`config.mk`:
```
export PLATFORM = sky130hd
export DESIGN_NAME = fvg_back
export DESIGN_NICKNAME = d
export VERILOG_FILES = /design/src/hw/rtl/fvg_pkg.sv /design/src/hw/rtl/fvg_back.sv
export SDC_FILE = /design/constraint.sdc
export NUM_CORES = 1
export LEC_CHECK = 0
export ABC_AREA = 1
export BUFFER_PORTS_ARGS = -buffer_cell sky130_fd_sc_hd__buf_2
export CORE_AREA = 2 2 469 471
export DETAILED_ROUTE_END_ITERATION = 6
export DIE_AREA = 0 0 471 473
export PLACE_DENSITY_LB_ADDON = 0.05
export SLEW_MARGIN = 20
export SYNTH_ARGS = -nofsm -noshare
export SYNTH_HDL_FRONTEND = slang
export SYNTH_SLANG_ARGS = --single-unit
```
`constraint.sdc`:
```
create_clock -name clock -period 40.3 [get_ports clock]
set_input_delay 8.06 -clock clock [delete_from_list [all_inputs] [get_ports clock]]
set_output_delay 8.06 -clock clock [all_outputs]
set_load 0.02 [all_outputs]
```
`src/hw/rtl/fvg_pkg.sv`:
```
// Shared constants, codes and the per-transaction record for the FAT volume geometry unit.
// No dependencies.
package fvg_pkg;

   localparam int DIV_STAGES = 32;

   localparam logic [31:0] FAT12_BOUND = 32'd4085;
   localparam logic [31:0] FAT16_BOUND = 32'd65525;

   localparam logic [1:0] KIND_FAT12 = 2'd0;
   localparam logic [1:0] KIND_FAT16 = 2'd1;
   localparam logic [1:0] KIND_FAT32 = 2'd2;

   localparam logic [27:0] LIMIT12 = 28'h0000FF0;
   localparam logic [27:0] LIMIT16 = 28'h000FFF0;
   localparam logic [27:0] LIMIT32 = 28'hFFFFFF0;

   // Byte base is sector * 0x200; a directory entry is 32 bytes.
   localparam int SECTOR_SHIFT    = 9;
   localparam int DIR_ENTRY_SHIFT = 5;

   typedef struct packed {
      logic [31:0] start;
      logic [15:0] bps;
      logic [7:0]  spc;
      logic [15:0] rsv;
      logic [7:0]  nfat;
      logic [15:0] rent;
      logic [31:0] total;
      logic [31:0] fatsec;
      logic [31:0] rclus;
      logic [39:0] fat_prod;
      logic [31:0] rsv_bytes;
      logic [23:0] cbytes;
      logic [40:0] fat_rsv;
      logic [47:0] head_lo;
      logic [24:0] head_hi;
      logic [55:0] root_rel;
      logic [63:0] head;
      logic [20:0] root_secs;
      logic [31:0] data_secs;
      logic        under;
   } fvg_rec_type;

endpackage

```
`src/hw/rtl/fvg_back.sv`:
```
// Overhead stage: overhead sectors, underflow test and data sector count.
// Depends on fvg_pkg.
module fvg_back
   import fvg_pkg::*;
(
   input  logic        clock,
   input  logic        reset,
   input  logic        in_valid,
   output logic        in_ready,
   input  fvg_rec_type in_rec,
   input  logic [31:0] in_root_secs,
   output logic        out_valid,
   input  logic        out_ready,
   output fvg_rec_type out_rec
);

   logic        v_ff;
   fvg_rec_type rec_ff;
   fvg_rec_type rec_in;
   logic [41:0] overhead;

   always_comb begin
      overhead = 42'(in_rec.fat_rsv) + 42'(in_root_secs);
      rec_in   = in_rec;
      rec_in.root_secs = in_root_secs[20:0];
      rec_in.under     = overhead > 42'(in_rec.total);
      rec_in.data_secs = rec_in.under ? 32'd0 : 32'(42'(in_rec.total) - overhead);
   end

   assign in_ready = !v_ff || out_ready;

   always_ff @(posedge clock) begin
      if (reset) begin
         v_ff <= 1'b0;
      end else if (in_ready) begin
         v_ff <= in_valid;
      end
   end

   always_ff @(posedge clock) begin
      if (in_ready) begin
         rec_ff <= rec_in;
      end
   end

   assign out_valid = v_ff;
   assign out_rec   = rec_ff;

endmodule

```
==> impl_metrics.toml, run 1 <==
[routing]
wirelength_met1_um = 48100
dr.pass1.iters = 5
drt_iter0_drc = 798
via_count = 18200
drtAntennaViolNets = 0
wirelength_um = 137000
wl_met2_um = 72100
drc = 0
wl_met3_um = 14100
via_per_inst = 3.11
highest_layer = "met5"
wl_per_cell_um = 23.4

[die]
die_x_um = 471
pin_count = 1190
num_rows = 172
coreArea_um2 = 218000
fp.dieH_um = 473
die_area_um2 = 223000
start_util = 0.107

[synthesis]
synth_nets = 2380
synth_top_cell_by_area = "edfxtp_1"
yosysWarnings = 0
synth_top_area_share = 0.743
synth_top_flop_cell = "edfxtp_1"
synthTopCellsByArea = "edfxtp_1, nand2_1, ha_1"
synthCells = 1671
avgSynthCellArea_um2 = 13.9
syn_area_um2 = 23300
synth-edff-count = 576
ys_ff_latch = 577
synthArstFlopShare = 0
synth_cell_types = 41
ys_seq_area_frac = 0.744

[cts]
cts_root_buf = "clkbuf_16"
numCtsBuffers = 83
cts_hold_buf = 0
cts_resized = 0
clkLatencyLatePin_ps = 730
clkSinkCount = 577
clkSlewWorstSetupHoldPaths_ps = 50
htreeDepth = 3
clk_path_buf_depth = 3
post_cts_buffers = 0
cts_tree = "yes"

[placed_design]
dpl_cell_area_um2 = 32500
numPortBuffers = 1135
place_congestion = 0.817
pre_cts_ws_ps = 23260
place.detailed.hpwl_um = 117000

[power]
p_sw_frac = 0.312
p_comb_frac = 0.187
power.total_mw = 1.76
leakagePower_nw = 15.4
ir_drop_uv = 29.4
p_sw_uw = 549
p_int_mw = 1.21
p_seq_frac = 0.407
power.density_nw_per_um2 = 49.9
power_frac_clock = 0.406

[timing]
timing.final.hold_violations = 0
period_minus_slack_ps = 17030
drv_slew = 0
finalSetupViolations = 0
finalCritPeriodShare = 0.423
setup_tns_ps = 0
worstMarginPinSlew_ps = 1060
relSlewSlack = 0.295
clock_skew_ps = 32.5
setup_slack_ps = 23270
fmax_ghz = 0.0587
rsz0062_at_grt = "no"

[global_route]
globalRouteTotalUtil = 0.119
grt_pass1_vias = 19400
grt_start_max_net_pins = 76
antenna_found_initial = 114
grt_pass1_wl_um = 179000
overflow = 0

[hold_path]
hold_class = "reg2reg"

[critical_path]
crit_start = "out_ready"
end_kind = "output pin"
r2r_end = "out_rec[243]"
reg2reg_from = "out_valid"
critPathMaxFanout = 39
worstPathRequired_ps = 32240
r2r_slack_ps = 36110
worstSetupStartpointType = "input port"
crit_type = "in2out"
arrival_ps = 8970
r2r_cells = 5
crit_end = "in_ready"

[cells_and_area]
mostFrequentLayoutCells = "buf_2, edfxtp_1, nand2_1"
final_layout_size_suffix_gt1_frac = 0.445
fin_area_um2 = 35200
final_common_cell = "buf_2"
synthToLayoutAreaGrowth_pct = 51.3
nets = 3602

[run]
cap_violations = 0

[run_status]
status = "finished, final reports clean"
[registers in the layout (all words and copies together) (netlist names)]
register	cells
out_valid	1
out_rec	576
[synthesized netlist by cell type, types with 14 or more instances]
| library cell | count |
|---|---|
| xor2_1 | 36 |
| edfxtp_1 | 576 |
| xnor2_1 | 20 |
| nand2_1 | 357 |
| nand3_1 | 48 |
| a21oi_1 | 69 |
| o21ai_0 | 14 |
| nor2_1 | 92 |
| ha_1 | 95 |
| nor3_2 | 31 |
| inv_1 | 233 |
[power groups by stage]
stage          combinational (mW)  clock, mW  sequential (mW)
2_1_floorplan               0.121          0            0.797
3_3_place_gp                0.345          0            0.729
3_5_place_dp                0.343          0            0.728
4_1_cts                     0.344      0.758            0.716
5_1_grt                     0.360      0.775            0.719
6_report                    0.328      0.712            0.715
[worst min path at each step]
| stage | depth (start not counted) | end | slack [ps] | from |
|---|---|---|---|---|
| final | 1 | out_rec[132] | 980 | out_valid |
| after global routing | 1 | out_rec[132] | 1020 | out_valid |
| after CTS | 1 | out_rec[132] | 990 | out_valid |
| after detailed placement | 1 | out_rec[446] | 1000 | out_valid |
| after global placement | 1 | out_rec[446] | 990 | out_valid |
| after floorplan | 1 | out_valid | 8130 | reset |
[area by class of cell]
class / instances / area, um2
diodes: 32 / 80.1
flip-flops and latches: 577 / 17300
fillers: 24500 / 183000
clock buffers: 107 / 2190
repair buffers: 1145 / 5760
clock inverters: 42 / 397
multi-input cells: 851 / 5000
inverters: 235 / 882
well taps: 2871 / 3590
[kinds of logic after synthesis]
logic type / count (synthesis) / synth area share
adders and majority gates: 97 / 0.0528
DFF: 577 / 0.744
and+or+nand+nor: 579 / 0.112
buffers and inverters: 243 / 0.0412
AOI/OAI and AO/OA: 119 / 0.0289
xor gates and xnor gates: 56 / 0.0211
[critical path, stage by stage]
cell and delay, ps:
buf_2 100, inv_1 60, nand2_4 430, buf_2 280
[metrics by stage]
stage,utilization,hold slack [ps],instances
after floorplan,-,8130,1671
after global placement,0.149,989,5679
after detailed placement,0.149,1000,5679
after CTS,0.161,988,5828
after global routing,0.161,1020,5836
final,0.161,983,5860
[routing by layer]
| metal | track usage | up-vias |
|---|---|---|
| li1 | - | 8285 |
| met1 | 0.120 | 8782 |
| met2 | 0.220 | 853 |
| met3 | 0.0533 | 212 |
| met4 | 0.0286 | 80 |
| met5 | 0 | - |
(Power assumes the default switching activity.)
==> run 2, diff against run 1 <==
==> constraint.sdc (replaced) <==
create_clock -name clock -period 14.9 [get_ports clock]
set_input_delay 2.98 -clock clock [delete_from_list [all_inputs] [get_ports clock]]
set_output_delay 2.98 -clock clock [all_outputs]
set_load 0.02 [all_outputs]
==> impl_metrics.toml, run 2 (synthesized netlist as in run 1, its figures left out) <==
[power]
leakagePower_nw = 15.4
power.total_mw = 4.83
ir_drop_uv = 80.5
power.density_nw_per_um2 = 137

[critical_path]
worstPathRequired_ps = 15350
arrival_ps = 8200
crit_type = "in2reg"
r2r_slack_ps = 11220
r2r_cells = 5
r2r_end = "out_rec[477]"
crit_start = "in_rec[247]"
end_kind = "register"
critPathMaxFanout = 33
reg2reg_from = "out_valid"
worstSetupStartpointType = "input port"
crit_end = "out_rec[0]"

[routing]
wl_met2_um = 71500
wirelength_um = 138000
wirelength_met1_um = 45400
via_count = 18300
wl_met3_um = 16800
wl_per_cell_um = 23.6
highest_layer = "met5"
drc = 0
via_per_inst = 3.13
dr.pass1.iters = 5
drtAntennaViolNets = 0
drt_iter0_drc = 777

[die]
die_x_um = 471
fp.dieH_um = 473
die_area_um2 = 223000
start_util = 0.107
num_rows = 172
pin_count = 1190
coreArea_um2 = 218000

[global_route]
globalRouteTotalUtil = 0.120
antenna_found_initial = 122
grt_start_max_net_pins = 152
overflow = 0
grt_pass1_vias = 19100
grt_pass1_wl_um = 178000

[cts]
cts_root_buf = "clkbuf_16"
numCtsBuffers = 84
clkSlewWorstSetupHoldPaths_ps = 60
cts_tree = "yes"
clk_path_buf_depth = 3
htreeDepth = 3
cts_resized = 0
clkLatencyLatePin_ps = 730
post_cts_buffers = 0
cts_hold_buf = 0
clkSinkCount = 577

[timing]
finalCritPeriodShare = 0.520
period_minus_slack_ps = 7740
fmax_ghz = 0.129
finalSetupViolations = 0
worstMarginPinSlew_ps = 974
rsz0062_at_grt = "no"
clock_skew_ps = 39.5
timing.final.hold_violations = 0
relSlewSlack = 0.351
setup_tns_ps = 0
drv_slew = 0

[run]
cap_violations = 0

[run_status]
status = "finished, final reports clean"

[cells_and_area]
final_layout_size_suffix_gt1_frac = 0.448
final_common_cell = "buf_2"
synthToLayoutAreaGrowth_pct = 51.9
mostFrequentLayoutCells = "buf_2, edfxtp_1, nand2_1"
fin_util = 0.162
nets = 3603
fillers = 24600
largest_register_ffs = 576

[placed_design]
place_congestion = 0.817
place.detailed.hpwl_um = 117000
numPortBuffers = 1135

[hold_path]
hold_path_depth = 2
hold_class = "reg2reg"
-- run 2: changes by cell type in the layout (fill, tap and decap cells not counted), sizes merged --
cell	delta
bufinv	+4
inv	-1
clkinvlp	+2
clkinv	+1
clkbuf	-9
diode	-9
-- run 2: worst max-delay path, cell delays in order --
cell      delay, ps
buf_2           120
ha_1            410
fa_1            570
nand3_1         120
nand3_1         180
nand2_1         110
nand2_1         130
a21boi_0        430
o21ai_0         270
a31o_2          280
xor2_1          190
ha_1            420
nand2_1         130
nor2_1          120
inv_1            80
nor4_1          310
nand3_1         210
nand2_1         160
nand3_4         470
or2_1           440
-- run 2: layer usage --
metal / vias up / GRT usage
met5: - / 0
met1: 8741 / 0.112
met3: 269 / 0.0702
met4: 120 / 0.0351
li1: 8261 / -
met2: 899 / 0.218
-- run 2: area by class of cell --
cell class              count  area, um2  share of cell area
well taps                2871       3590               0.102
clock inverters            48        569              0.0161
flip-flops and latches    577      17300               0.490
diodes                     23       57.6             0.00163
repair buffers           1145       5770               0.163
clock buffers              98       2150              0.0610
multi-input cells         851       5010               0.142
inverters                 235        882              0.0250
-- run 2: stage by stage --
stage / std cells / setup WS [ps] / cell area [um2] / hold WS [ps]
finish: 5848 / 7160 / 35300 / 1070
global route: 5829 / 6740 / 35300 / 1150
CTS: 5825 / 7020 / 35300 / 1130
detailed placement: 5679 / 6170 / 32600 / 1120
global placement: 5679 / 6210 / 32600 / 1110
floorplan: 1671 / 2050 / 23300 / 3050
-- run 2: how the worst min path moves through the flow --
stage,end,from,slack (ps)
5_1_grt,out_rec[210],out_valid,1150
3_3_place_gp,out_rec[219],out_valid,1110
3_5_place_dp,out_rec[219],out_valid,1120
2_1_floorplan,out_valid,reset,3050
4_1_cts,out_rec[575],out_valid,1130
6_report,out_rec[210],out_valid,1070
-- run 2: where the power goes --
group          internal (mW)  total (mW)  leakage (nW)  switching (mW)
Combinational          0.258       0.887          8.13           0.629
Sequential              1.91        1.94          6.01          0.0271
Clock                   1.16        2.01          1.30           0.842
